## src/design/hsbe_pkg.sv

```systemverilog
package hsbe_pkg;

  // Offset counter width and number of bodies that are marked as kept
  localparam int unsigned OFFSET_BITS = 24;
  localparam int unsigned MAX_SPANS   = 16;

  localparam int unsigned FIELD_BITS = 24;
  localparam int unsigned COUNT_BITS = 16;
  localparam int unsigned OPEN_LEN   = 6;
  localparam int unsigned CLOSE_LEN  = 8;
  localparam logic [7:0]  CASE_BIT   = 8'h20;

  localparam logic [7:0] CH_LT  = 8'h3C;
  localparam logic [7:0] CH_GT  = 8'h3E;
  localparam logic [7:0] CH_SP  = 8'h20;
  localparam logic [7:0] CH_TAB = 8'h09;

  localparam int unsigned TDATA_BITS = 88;

  typedef enum logic [2:0] {
    PH_SEEK  = 3'd0,
    PH_LEAD  = 3'd1,
    PH_NAME  = 3'd2,
    PH_AFTER = 3'd3,
    PH_OPEN  = 3'd4,
    PH_SKIP  = 3'd5,
    PH_BODY  = 3'd6
  } phase_e;

  typedef enum logic {
    KIND_SPAN    = 1'b0,
    KIND_SUMMARY = 1'b1
  } kind_e;

  typedef struct packed {
    kind_e                   kind;
    logic [FIELD_BITS-1:0]   span_start;
    logic [FIELD_BITS-1:0]   span_length;
    logic [COUNT_BITS-1:0]   span_index;
    logic                    span_stored;
    logic [COUNT_BITS-1:0]   span_count;
    logic                    too_long;
    logic                    last_result;
  } result_t;

  function automatic logic [7:0] to_lower(logic [7:0] c);
    if (c >= 8'h41 && c <= 8'h5A) begin
      return c + CASE_BIT;
    end
    return c;
  endfunction

  function automatic logic is_letter(logic [7:0] c);
    logic [7:0] l;
    l = to_lower(c);
    return (l >= 8'h61 && l <= 8'h7A);
  endfunction

  // "script", indexed by match progress
  function automatic logic [7:0] open_char(logic [3:0] idx);
    case (idx)
      4'd0:    return 8'h73;
      4'd1:    return 8'h63;
      4'd2:    return 8'h72;
      4'd3:    return 8'h69;
      4'd4:    return 8'h70;
      4'd5:    return 8'h74;
      default: return 8'h00;
    endcase
  endfunction

  // "</script", indexed by match progress
  function automatic logic [7:0] close_char(logic [3:0] idx);
    case (idx)
      4'd0:    return 8'h3C;
      4'd1:    return 8'h2F;
      4'd2:    return 8'h73;
      4'd3:    return 8'h63;
      4'd4:    return 8'h72;
      4'd5:    return 8'h69;
      4'd6:    return 8'h70;
      4'd7:    return 8'h74;
      default: return 8'h00;
    endcase
  endfunction

  // Clamp an offset to the width of the span fields
  function automatic logic [FIELD_BITS-1:0] sat_field(logic [OFFSET_BITS-1:0] v);
    logic [32:0] wide;
    wide = 33'(v);
    if (wide > 33'({FIELD_BITS{1'b1}})) begin
      return {FIELD_BITS{1'b1}};
    end
    return wide[FIELD_BITS-1:0];
  endfunction

endpackage

```

## src/design/html_script_body_extractor.sv

```systemverilog
// HTML script body locator.
// Slave stream: one document byte per word in s_axis_tdata[7:0], s_axis_tlast on
// the final byte of the document. Master stream: one result per word; tuser is
// the kind (0 = body span, 1 = end-of-document summary), tlast marks the final
// result caused by one input byte.
// Each byte is decoded by a single pass of the tag/body matcher in the cycle it
// is accepted; its results are registered into a four-entry result queue that
// drives the master side. A new byte is taken every cycle while the queue
// holds at most one result, so with the receiver always ready the block runs at
// one byte per cycle. A byte gives at most two results (a span on the 't' of a
// closing tag, then the summary on the last byte).
// When the receiver stalls, the queue fills and s_axis_tready drops once two
// results are waiting; no result is lost or reordered.
// Reset clears the scan state, counters and the queue. After the last byte the
// block is halted: further bytes are taken and dropped until the next reset.
module html_script_body_extractor (
  input  logic        clk_i,
  input  logic        rst_ni,
  input  logic        s_axis_tvalid,
  output logic        s_axis_tready,
  input  logic [7:0]  s_axis_tdata,   // [7:0] data_byte
  input  logic        s_axis_tlast,   // last
  output logic        m_axis_tvalid,
  input  logic        m_axis_tready,
  output logic [hsbe_pkg::TDATA_BITS-1:0] m_axis_tdata,
  // [23:0] span_start, [47:24] span_length, [63:48] span_index, [64] span_stored,
  // [80:65] span_count, [81] too_long, [87:82] zero
  output logic        m_axis_tuser,   // [0] kind
  output logic        m_axis_tlast    // last_result
);
  import hsbe_pkg::*;

  localparam logic [OFFSET_BITS-1:0] OFS_TOP = {OFFSET_BITS{1'b1}};
  localparam logic [COUNT_BITS-1:0]  CNT_MAX = {COUNT_BITS{1'b1}};

  // scan state
  phase_e                 phase_q, phase_d;
  logic [3:0]             prog_q, prog_d;
  logic [OFFSET_BITS-1:0] ofs_q, ofs_d;
  logic [OFFSET_BITS-1:0] begin_q, begin_d;
  logic [COUNT_BITS-1:0]  seen_q, seen_d;
  logic                   ovf_q, ovf_d;
  logic                   halted_q, halted_d;

  // result queue
  result_t    fifo_q [4];
  logic [1:0] wptr_q, rptr_q;
  logic [2:0] cnt_q;

  logic                   accept, pop;
  logic [1:0]             push_n;
  result_t                res0, res1, span_res, sum_res;
  logic [7:0]             c, lc;
  logic [OFFSET_BITS-1:0] here, here_inc, lt, len;
  logic                   span_hit;
  logic [3:0]             bprog;

  assign s_axis_tready = (cnt_q <= 3'd1);
  assign accept        = s_axis_tvalid && s_axis_tready;
  assign m_axis_tvalid = (cnt_q != 3'd0);
  assign pop           = m_axis_tvalid && m_axis_tready;

  assign c        = s_axis_tdata;
  assign lc       = to_lower(s_axis_tdata);
  assign here     = ofs_q;   // the counter never passes its top
  assign here_inc = (ofs_q == OFS_TOP) ? OFS_TOP : ofs_q + 1'b1;
  // offset of the '<' of the closing tag, clamped at zero
  assign lt       = (here >= OFFSET_BITS'(7)) ? here - OFFSET_BITS'(7) : '0;
  assign len      = (lt >= begin_q) ? lt - begin_q : '0;

  always_comb begin
    phase_d  = phase_q;
    prog_d   = prog_q;
    ofs_d    = ofs_q;
    begin_d  = begin_q;
    seen_d   = seen_q;
    ovf_d    = ovf_q;
    halted_d = halted_q;
    span_hit = 1'b0;
    bprog    = '0;

    if (accept && !halted_q) begin
      if (ofs_q == OFS_TOP) begin
        ovf_d = 1'b1;
      end
      ofs_d = here_inc;

      unique case (phase_q)
        PH_SEEK: begin
          if (c == CH_LT) phase_d = PH_LEAD;
        end
        PH_LEAD: begin
          if (c == CH_SP || c == CH_TAB) begin
            phase_d = PH_LEAD;
          end else if (c == CH_GT) begin
            phase_d = PH_SEEK;
          end else if (lc == open_char(4'd0)) begin
            phase_d = PH_NAME;
            prog_d  = 4'd1;
          end else begin
            phase_d = PH_SKIP;
          end
        end
        PH_NAME: begin
          if (c == CH_GT) begin
            phase_d = PH_SEEK;
          end else if (prog_q < 4'(OPEN_LEN) && lc == open_char(prog_q)) begin
            prog_d = prog_q + 4'd1;
            if (prog_q + 4'd1 >= 4'(OPEN_LEN)) phase_d = PH_AFTER;
          end else begin
            phase_d = PH_SKIP;
          end
        end
        PH_AFTER, PH_OPEN: begin
          if (c == CH_GT) begin
            phase_d = PH_BODY;
            prog_d  = '0;
            begin_d = here_inc;
          end else if (phase_q == PH_AFTER && is_letter(c)) begin
            phase_d = PH_SKIP;
          end else begin
            phase_d = PH_OPEN;
          end
        end
        PH_BODY: begin
          if (prog_q < 4'(CLOSE_LEN) && lc == close_char(prog_q)) begin
            bprog = prog_q + 4'd1;
          end else begin
            bprog = (c == CH_LT) ? 4'd1 : 4'd0;
          end
          prog_d = bprog;
          if (bprog >= 4'(CLOSE_LEN)) begin
            span_hit = 1'b1;
            if (seen_q < CNT_MAX) seen_d = seen_q + 1'b1;
            phase_d = PH_SKIP;
            prog_d  = '0;
          end
        end
        PH_SKIP: begin
          if (c == CH_GT) phase_d = PH_SEEK;
        end
        default: begin
          phase_d = PH_SEEK;
          prog_d  = '0;
        end
      endcase

      if (s_axis_tlast) halted_d = 1'b1;
    end
  end

  // result words for this byte
  always_comb begin
    span_res.kind        = KIND_SPAN;
    span_res.span_start  = sat_field(begin_q);
    span_res.span_length = sat_field(len);
    span_res.span_index  = seen_q;
    span_res.span_stored = (17'(seen_q) < 17'(MAX_SPANS));
    span_res.span_count  = seen_d;
    span_res.too_long    = ovf_d;
    span_res.last_result = !s_axis_tlast;

    sum_res.kind        = KIND_SUMMARY;
    sum_res.span_start  = '0;
    sum_res.span_length = '0;
    sum_res.span_index  = '0;
    sum_res.span_stored = 1'b0;
    sum_res.span_count  = seen_d;
    sum_res.too_long    = ovf_d;
    sum_res.last_result = 1'b1;

    res1   = sum_res;
    push_n = 2'd0;
    res0   = span_res;
    if (accept && !halted_q) begin
      if (span_hit) begin
        res0   = span_res;
        push_n = s_axis_tlast ? 2'd2 : 2'd1;
      end else if (s_axis_tlast) begin
        res0   = sum_res;
        push_n = 2'd1;
      end
    end
  end

  always_ff @(posedge clk_i or negedge rst_ni) begin
    if (!rst_ni) begin
      phase_q  <= PH_SEEK;
      prog_q   <= '0;
      ofs_q    <= '0;
      begin_q  <= '0;
      seen_q   <= '0;
      ovf_q    <= 1'b0;
      halted_q <= 1'b0;
      wptr_q   <= '0;
      rptr_q   <= '0;
      cnt_q    <= '0;
    end else begin
      phase_q  <= phase_d;
      prog_q   <= prog_d;
      ofs_q    <= ofs_d;
      begin_q  <= begin_d;
      seen_q   <= seen_d;
      ovf_q    <= ovf_d;
      halted_q <= halted_d;
      wptr_q   <= wptr_q + push_n;
      if (pop) rptr_q <= rptr_q + 2'd1;
      cnt_q    <= cnt_q + 3'(push_n) - 3'(pop);
    end
  end

  // queue storage, no reset needed
  always_ff @(posedge clk_i) begin
    if (push_n != 2'd0) fifo_q[wptr_q] <= res0;
    if (push_n == 2'd2) fifo_q[wptr_q + 2'd1] <= res1;
  end

  result_t head;
  assign head          = fifo_q[rptr_q];
  assign m_axis_tuser  = head.kind;
  assign m_axis_tlast  = head.last_result;
  assign m_axis_tdata  = {6'd0, head.too_long, head.span_count, head.span_stored,
                          head.span_index, head.span_length, head.span_start};

  // queue never overfills
  a_cnt_bound: assert property (@(posedge clk_i) disable iff (!rst_ni)
    cnt_q <= 3'd4) else $error("result queue overflow");

  // taking the last byte halts the scan
  a_halt: assert property (@(posedge clk_i) disable iff (!rst_ni)
    (accept && s_axis_tlast) |=> halted_q) else $error("not halted after last byte");

  // a halted block emits nothing new
  a_quiet: assert property (@(posedge clk_i) disable iff (!rst_ni)
    halted_q |-> (push_n == 2'd0)) else $error("result after halt");

  // a summary always closes the results of its byte
  a_sum_last: assert property (@(posedge clk_i) disable iff (!rst_ni)
    (m_axis_tvalid && m_axis_tuser) |-> m_axis_tlast) else $error("summary not last");

endmodule

```

## config.mk

```make
export PLATFORM = sky130hd
export DESIGN_NAME = html_script_body_extractor
export DESIGN_NICKNAME = d
export VERILOG_FILES = /design/src/design/hsbe_pkg.sv /design/src/design/html_script_body_extractor.sv
export SDC_FILE = /design/constraint.sdc
export NUM_CORES = 1
export LEC_CHECK = 0
export ABC_AREA = 1
export CAP_MARGIN = 20
export CORE_ASPECT_RATIO = 0.8
export CORE_UTILIZATION = 64
export DETAILED_ROUTE_END_ITERATION = 16
export DONT_BUFFER_PORTS = 1
export HOLD_SLACK_MARGIN = 0.06
export PLACE_DENSITY = 0.88
export SLEW_MARGIN = 10
export SYNTH_ARGS = -nofsm -noshare
export SYNTH_HDL_FRONTEND = slang
export SYNTH_SLANG_ARGS = --single-unit
```

## constraint.sdc

```tcl
create_clock -name clk_i -period 5.2 [get_ports clk_i]
set_input_delay 0.26 -clock clk_i [delete_from_list [all_inputs] [get_ports clk_i]]
set_output_delay 0.26 -clock clk_i [all_outputs]
set_load 0.02 [all_outputs]
```

Yosys cells after proc, flatten, opt, wreduce, memory -nomap -nowiden
Memory sizes are Yosys's and may differ from the RTL's.
Cells that the tools add are included.

storage, ports and cells
  flip-flop bits (word level) = 80
  RAM bits = 336
  memory bits (read-only) = 48
  output and inout bits = 92
  word-level logic and storage cells = 152
  memories kept = 2

cells by class
  $add $sub $neg = 11
  order comparisons = 13
  equality and inequality tests = 30
  mux-type cells = 64
  bitwise gates (word level) = 1
  reductions and logical operators = 21

memory list
  memory            depth  width  read ports  clocked after memory_dff  write ports  RTL line                          source
  fifo_q            4      84     1           0                         2            html_script_body_extractor.sv:46  result_t fifo_q [4];
  (name not given)  8      6      1           0                         0            hsbe_pkg.sv:74                    case (idx)

operator list
  operator               number
  $mux 84                3
  $mux 8                 12
  $mux 24                3
  $mux 16                4
  $pmux 7 s6             1
  $mux 4                 10
  $mux 3                 9
  $add 24x1->24 const B  1
  $eq 24x24->1 const B   1
  $eq 8x6->1 const B     3
  $ge 24x24->1           1
  $ge 24x3->1 const B    1
  $sub 24x24->24         1
  $sub 24x3->24 const B  1
  $pmux 4 s5             1
  $ne 2x2->1 const B     9
  $pmux 3 s6             1
  $add 16x1->16 const B  1
  $eq 8x8->1             2
  $ge 8x7->1 const B     2
  $le 8x7->1 const B     2
  $lt 16x16->1 const B   1
  $lt 16x5->1 const B    1
  $mux 1                 16
  other kinds (35)       53

Logic depth before layout (Yosys ltp)
Gate-level depths: netlist of run 1.

  depth after elaboration = 18
  depth in mapped cells = 28
  depth with buffers taken out = 26

Least setup slack after synthesis of run 1
No wires, ideal clock.

  kind = register -> register
  from = register ofs_q[0] (netlist: here[0])
  to = memory fifo_q[2][39] (netlist bit)
  setup time = 0.126 ns
  arrival = 3.965 ns
  data required time = 5.074 ns
  path slack = 1.109 ns
  cell stages (with the launch flop) = 28
  path through = dfrtp_1 > ha_1 > nand2_1 > inv_1 > nor2_1 > nand2_1 > nor2_1 > inv_1 > nor3_1 > nand2_1 > nor4_2 > clkbuf_1 > nor2_1 > ha_1 > inv_1 > o21ai_0 > nand2_1 > nand2_1 > o21bai_1 > nand2_1 > nand3_1 > o21ai_0 > nand2_1 > nand2_1 > clkbuf_1 > nor2_1 > nand2_1 > o21ai_0

RTL lines
  what                    RTL line                           source
  from (decl)             html_script_body_extractor.sv:39   logic [OFFSET_BITS-1:0] ofs_q, ofs_d;
  from (signal assigned)  html_script_body_extractor.sv:201  ofs_q <= ofs_d;
  to (decl)               html_script_body_extractor.sv:46

==> run metrics, run 1 <==
status=finished, final reports clean; setup TNS=0 ns; Hold Fails Final Rpt=0; Mapped Area=around 21000 µm²; dpl ws=about 0.26 ns; Post-synth EDFFs=68; vias in the first global route=around 19000; skew final=approximately 0.021 ns; max_slew headroom=roughly 32%; Avg Cell Area, Syn=roughly 7.1 µm²; Synthesis Warnings=0; reg-to-reg slack, setup=a little under 0.5 ns; hold wc startpoint=m_axis_tready; Core Footprint=between 30000 and 40000 µm²; most frequent cell after synthesis=nor2_1; Worst VDD drop=0.313 mV; post-synth cell types=46; final WL=about 64000 µm; Post-route DRC=0; CP Launch Type=flip-flop; Critical Path RT=roughly 5.7 ns; number of buffers created by CTS=40; Multi-input gate area=approximately 9600 µm²; clock tree buffer depth=3; Highest Clock Rate=0.212 GHz; Worst-Skew Late Latency=0.56 ns; minimum clock period=between 4 and 5 ns; CTS sink cnt=416; Tot Pwr=roughly 8.8 mW; WL per Instance=between 15 and 20 µm; cell area after layout=between 20000 and 25000 µm²; Leak=around 11 nW; P&R area growth vs syn=7.40%; chip height=approximately 160 µm; Worst R2R Path Depth=23; first-pass GRT wire length=slightly below 100000 µm; Vias per Instance=between 6 and 7; Worst Hold Class=in2reg; H-tree levels=2; # setup viols final=0; PortBufs=0; PwrDens=388 nW/µm²; Remaining Overflow, GRT=0; Antenna Violating Nets Remaining=0; die area=around 34000 µm²; FF+latch area=between 9000 and 10000 µm²; r2r endpoint=fifo_q[3][49]; Slew Limit Fails=0; CP Capture Point=fifo_q[3][49]; Seq/Total Area, Yosys=between 40% and 50%; placed cells=around 3300; initial core utilization=65.0%; initial drt markers=~2500; clock slew seen by the registers of the worst setup and hold paths=0.07 ns; Fill cells=approximately 2700; initial antenna violation count=0; final cycle utilization of the critical path=90.7%; Root Buffer=clkbuf_16; Post-DP HPWL=~42000 µm; maxcap violations=0; top cells by count, synth=nor2_1, nand2_1, o21ai_0; nets=about 2900; GP Congestion=1.04; Non-Filler Instances=~3400; Async S/R FF share, synth=around 19%; Synth Register Bits=416; Worst Path Arrival=around 5.2 ns; RSZ-0062 raised after global routing=no; most used flip-flop cell after synthesis=dfxtp_1; Tot GR Track Use=37.3%; top-area cell type share of the netlist area=roughly a quarter; Cells after Synth=approximately 3000; area leader, netlist=dfxtp_1; FF-to-FF Start=here[0]; actual slew at the worst max-slew pin=slightly above 1 ns; CP Capture Type=flip-flop; Worst Setup Slack, final=between 0.4 and 0.5 ns; die width=roughly 210 µm; TritonRoute pass-1 iters=6; critical path peak fanout=11; crit path launch=here[0]; largest net degree at the start of global routing=120; via count=around 20000; placed cell areas=21200 µm²; Synth area leaders=dfxtp_1, o21ai_0, nor2_1; num rows=59; layout cells sized above 1=4.82%; CTS tree=built; Crit Path Category=reg2reg; I/O Pins=approximately 110
## what timing repair did
item | in CTS | in global routing
hold endpoints to repair | 86 | 0
endpoints found under the setup margin | 0 | 96
buffers inserted | 0 | 0
gates resized for setup | 0 | 3
hold buffers | 3 | 0
## worst min path at each step
stage / endpoint / depth (start not counted) / slack, ns
2_1_floorplan: begin_q[0] / 0 / -0.04
3_3_place_gp: prog_q[1] / 0 / -0.03
3_5_place_dp: prog_q[1] / 0 / -0.03
4_1_cts: rptr_q[0] / 4 / 0.09
5_1_grt: rptr_q[1] / 3 / 0.12
6_report: rptr_q[0] / 3 / 0.09
## metal layers
metal	wire [µm]	up-vias	share of wire [%]	GRT usage, %
met1	26800	9404	42	52.7
met3	7740	156	12	7.95
met5	0	-	0	0
li1	-	9430	-	-
met2	27700	1217	43	56.9
met4	1880	0	2.9	12.0
## report_power, final
part,leakage [nW],total (mW),internal (mW),switching [mW]
sequential,3.45,3.39,3.29,0.104
clock,0.682,3.09,1.78,1.31
combinational,6.57,2.32,0.465,1.85
## cells by family (layout without fill, tap and decap cells)
family | count (synthesis) | after routing | synth area share, %
AND/OR/NAND/NOR | 1203 | 1203 | 22.9
AO/OA/AOI/OAI | 741 | 741 | 18.1
buffers and inverters | 517 | 470 | 9.98
flip-flops | 416 | 416 | 44.5
XOR/XNOR | 47 | 47 | 1.95
adder cells (fa/ha/maj) | 40 | 40 | 2.44
other | 1 | 7 | 0.0178
multiplexers | 1 | 1 | 0.0533
## registers in the layout (all words and copies together) (netlist names)
register / cells
seen_q: 16
prog_q: 4
ovf_q: 1
cnt_q: 3
begin_q: 24
wptr_q: 2
here: 24
halted_q: 1
phase_q: 3
fifo_q: 336
rptr_q: 2
## cell type report
class | count | area share [%]
clock buffers | 51 | 4.87
diodes | 1 | 0.0110
well taps | 427 | 2.36
repair buffers | 36 | 1.58
inverters | 360 | 5.97
flip-flops and latches | 416 | 41.5
multi-input cells | 2038 | 42.5
clock inverters | 23 | 1.23
## metrics by stage
step	utilization, %	hold WS (ns)
3_5_place_dp	65.4	-0.0300
2_1_floorplan	-	-0.0356
5_1_grt	69.8	0.118
3_3_place_gp	65.4	-0.0303
6_report	69.8	0.0864
4_1_cts	69.8	0.0852
## critical path, cell delays in order, from the launching register on
cell,delay [ns]
dfrtp_1,0.41
ha_1,0.22
nand2_1,0.08
inv_1,0.06
nor2_1,0.19
nand2_1,0.11
nor2_1,0.14
inv_1,0.09
nor3_1,0.31
nand2_1,0.16
nor4_2,0.20
inv_1,0.23
nand2_1,0.12
inv_1,0.05
ha_1,0.41
nand2_1,0.14
o21ai_2,0.30
a21oi_1,0.18
o21ai_0,0.44
a21oi_1,0.15
xor2_1,0.18
nor2_1,0.25
nand2_1,0.10
o21ai_1,0.08
## cells in the final DEF (no fill, tap or decap), types with 5 or more instances in the layout
cell type	instances
a21oi_1	186
buf_12	5
buf_4	28
bufinv_16	5
clkbuf_1	6
clkbuf_16	41
clkinv_2	7
conb_1	6
dfrtp_1	79
dfxtp_1	268
edfxtp_1	68
ha_1	38
inv_1	343
inv_2	14
nand2_1	487
nand2_2	10
nand3_1	85
nand4_1	23
nor2_1	546
nor3_1	31
nor4_1	9
o21ai_0	410
o21ai_1	74
o21bai_1	6
o22ai_1	51
xnor2_1	11
xor2_1	36
(Power assumes the default switching activity.)
==> run 2, diff against run 1 <==
--- a/config.mk
+++ b/config.mk
@@ -8,11 +8,11 @@
 export ABC_AREA = 1
 export CAP_MARGIN = 20
 export CORE_ASPECT_RATIO = 0.8
-export CORE_UTILIZATION = 64
+export CORE_UTILIZATION = 60
 export DETAILED_ROUTE_END_ITERATION = 16
 export DONT_BUFFER_PORTS = 1
 export HOLD_SLACK_MARGIN = 0.06
-export PLACE_DENSITY = 0.88
+export PLACE_DENSITY = 0.84
 export SLEW_MARGIN = 10
 export SYNTH_ARGS = -nofsm -noshare
 export SYNTH_HDL_FRONTEND = slang
==> run 2 against run 1 <==
Count of clock-buffer cells in the layout increased by 7. Setup slack improved by 0.0094 ns. Sequential power about the same. Non-clock buffer count decreased by 5. Power decreased by 0.63%. Clock skew increased by 0.0029 ns. Worst hold slack improved by 0.013 ns. Clock power decreased by 2%. Combinational power about the same. Die area increased by 6.6%. Critical path type unchanged. Highest routed layer unchanged.
==> run metrics, run 2 (synthesis results as in run 1) <==
nets=2942 (-0.10%); GP Congestion=0.993 (-4.2%); Antenna Violating Nets Remaining=0 (unchanged); clock tree buffer depth=3 (unchanged); chip height=170 µm (+3.2%); RSZ-0062 raised after global routing=no; initial antenna violation count=0 (unchanged); diodes inserted=0 (-1); actual slew at the worst max-slew pin=1.15 ns (+0.140 ns); final core utilization=65.5% (-4.3 points); number of buffers created by CTS=42 (+5.0%); die area=36000 µm² (+6.6%); CTS tree=built; maxcap violations=0 (unchanged); TritonRoute pass-1 iters=6 (unchanged); dpl ws=0.424 ns (+0.168 ns); H-tree levels=2 (unchanged); Worst Hold Class=in2reg; Fill cells=2943 (+11%); Remaining Overflow, GRT=0 (unchanged); Root Buffer=clkbuf_16; final cycle utilization of the critical path=90.6% (-0.18 points); first-pass GRT wire length=98000 µm (-1.2%); Hold Fails Final Rpt=0 (unchanged); P&R area growth vs syn=7.68%; initial core utilization=60.8% (-4.2 points); critical path's top delay family=simple AND/OR/NAND/NOR gates; slowest stage delay, CP=0.85 ns (+0.41 ns); Critical Path RT=5.59 ns (-0.10 ns); Core Footprint=34700 µm² (+6.9%); CP Capture Type=flip-flop; most frequent cells in the layout=nor2_1, nand2_1, o21ai_0, inv_1, dfxtp_1; vias in the first global route=18300 (-1.3%); worst-path cell chain=inv_2 -> ha_1 -> nand3_1 -> nand2_1 -> nand2_1 -> nand2_1 -> nand3_1 -> nor2_1 -> nand3_1 -> nor2_4 -> nand3_2 -> ha_1 -> nor2_1 -> inv_1 -> nand2_4 -> nand2_2 -> nand2_2 -> inv_2 -> nor2_1; Worst Path Arrival=5.10 ns (-0.11 ns); minimum clock period=4.71 ns (-0.00944 ns); Leak=10.7 nW (-0.20%); num rows=61 (+3.4%); reg-to-reg slack, setup=0.49 ns (about the same); Post-DP HPWL=41200 µm (-1.6%); PortBufs=0 (unchanged); largest net degree at the start of global routing=140 (+17%); PwrDens=385 nW/µm² (-0.89%); Post-route DRC=0 (unchanged); Crit Path Category=reg2reg; I/O Pins=105 (unchanged); Most flops, register=fifo_q; Crit-path slowest cell=nand2_2; Tot GR Track Use=34.7% (-2.6 points); final WL=63100 µm (-1.5%); Buf/Inv on CP=3 (-1); die width=212 µm (+3.2%); max_slew headroom=23.1% (-9.2 points); max FFs per register=336 (unchanged); setup TNS=0 ns (unchanged); layout cells sized above 1=4.62% (-0.20 points); critical path peak fanout=34 (+23); clock slew seen by the registers of the worst setup and hold paths=0.06 ns (about the same); commonest non-fill, non-tap cell in the layout=nor2_1; Worst-Skew Late Latency=0.56 ns (about the same); Vias per Instance=5.85 (-3.0%); WL per Instance=18.6 µm (-2.8%); Worst VDD drop=0.358 mV (+14%); via count=19900 (-1.7%); Highest Clock Rate=0.212 GHz (+0.20%); CTS sink cnt=416 (unchanged); status=finished, final reports clean; CP Launch Type=flip-flop; skew final=0.0238 ns (+0.00287 ns); # setup viols final=0 (unchanged); Worst Setup Slack, final=0.491 ns (+0.00944 ns); initial drt markers=2700 (+9.6%); Slew Limit Fails=0 (unchanged)
[run 2: changes by cell type in the layout (fill, tap and decap cells not counted), sizes merged]
cell,previous run,this run
diode,1,0
bufinv,5,1
buf,34,29
clkbuf,51,58
inv,364,361
clkinv,12,16
[run 2: area by class of cell]
type	count	area, µm²	share of cell area [%]
multi-input combinational	2038	9640	42.4
timing repair buffer	31	365	1.61
clock inverter	20	163	0.715
tap	472	591	2.60
inverter	360	1360	5.96
clock buffer	58	1210	5.34
sequential	416	9410	41.4
[run 2: per-stage QoR]
step	instance area [µm²]	power, mW	instances	hold slack [ns]
floorplan	21100	5.16	2971	-0.0356
global placement	21300	5.66	3313	-0.0299
detailed placement	21300	5.71	3313	-0.0295
CTS	22700	8.71	3394	0.0754
global route	22700	9.05	3395	0.105
finish	22700	8.75	3395	0.0991
[run 2: where the power goes]
group	total [mW]	internal, mW	switching [mW]
combinational	2.35	0.462	1.89
clock	3.03	1.70	1.32
sequential	3.37	3.29	0.0800
total	8.75	5.46	3.29
[run 2: timing repair]
item,in CTS,in global routing
hold buffers,3,0
gates resized for setup,0,3
buffers inserted,0,0
hold endpoints to repair,86,0
endpoints found under the setup margin,0,96
[run 2: metal layers]
metal,global-route usage [%],share of wire [%],vias up
met5,0,0,-
met4,10.1,2.4,0
met3,8.86,12,109
met2,51.5,43,1031
met1,49.6,43,9307
li1,-,-,9409
[run 2: tightest hold or removal path, delay by kind of cell]
kind             cells  cell delay, ns
and+or+nand+nor      3            0.34
[run 2: path summary, 6_finish.rpt]
path / start / end / cells after the start
setup / recovery: prog_q[1] / fifo_q[3][5] / 19
hold / removal: m_axis_tready / rptr_q[0] / 3
setup reg to reg: prog_q[1] / fifo_q[3][5] / 19
hold reg to reg: fifo_q[1][59] / fifo_q[1][59] / 2
max in group asynchronous: rst_ni / here[13] / 2
min in group asynchronous: rst_ni / ovf_q / 2
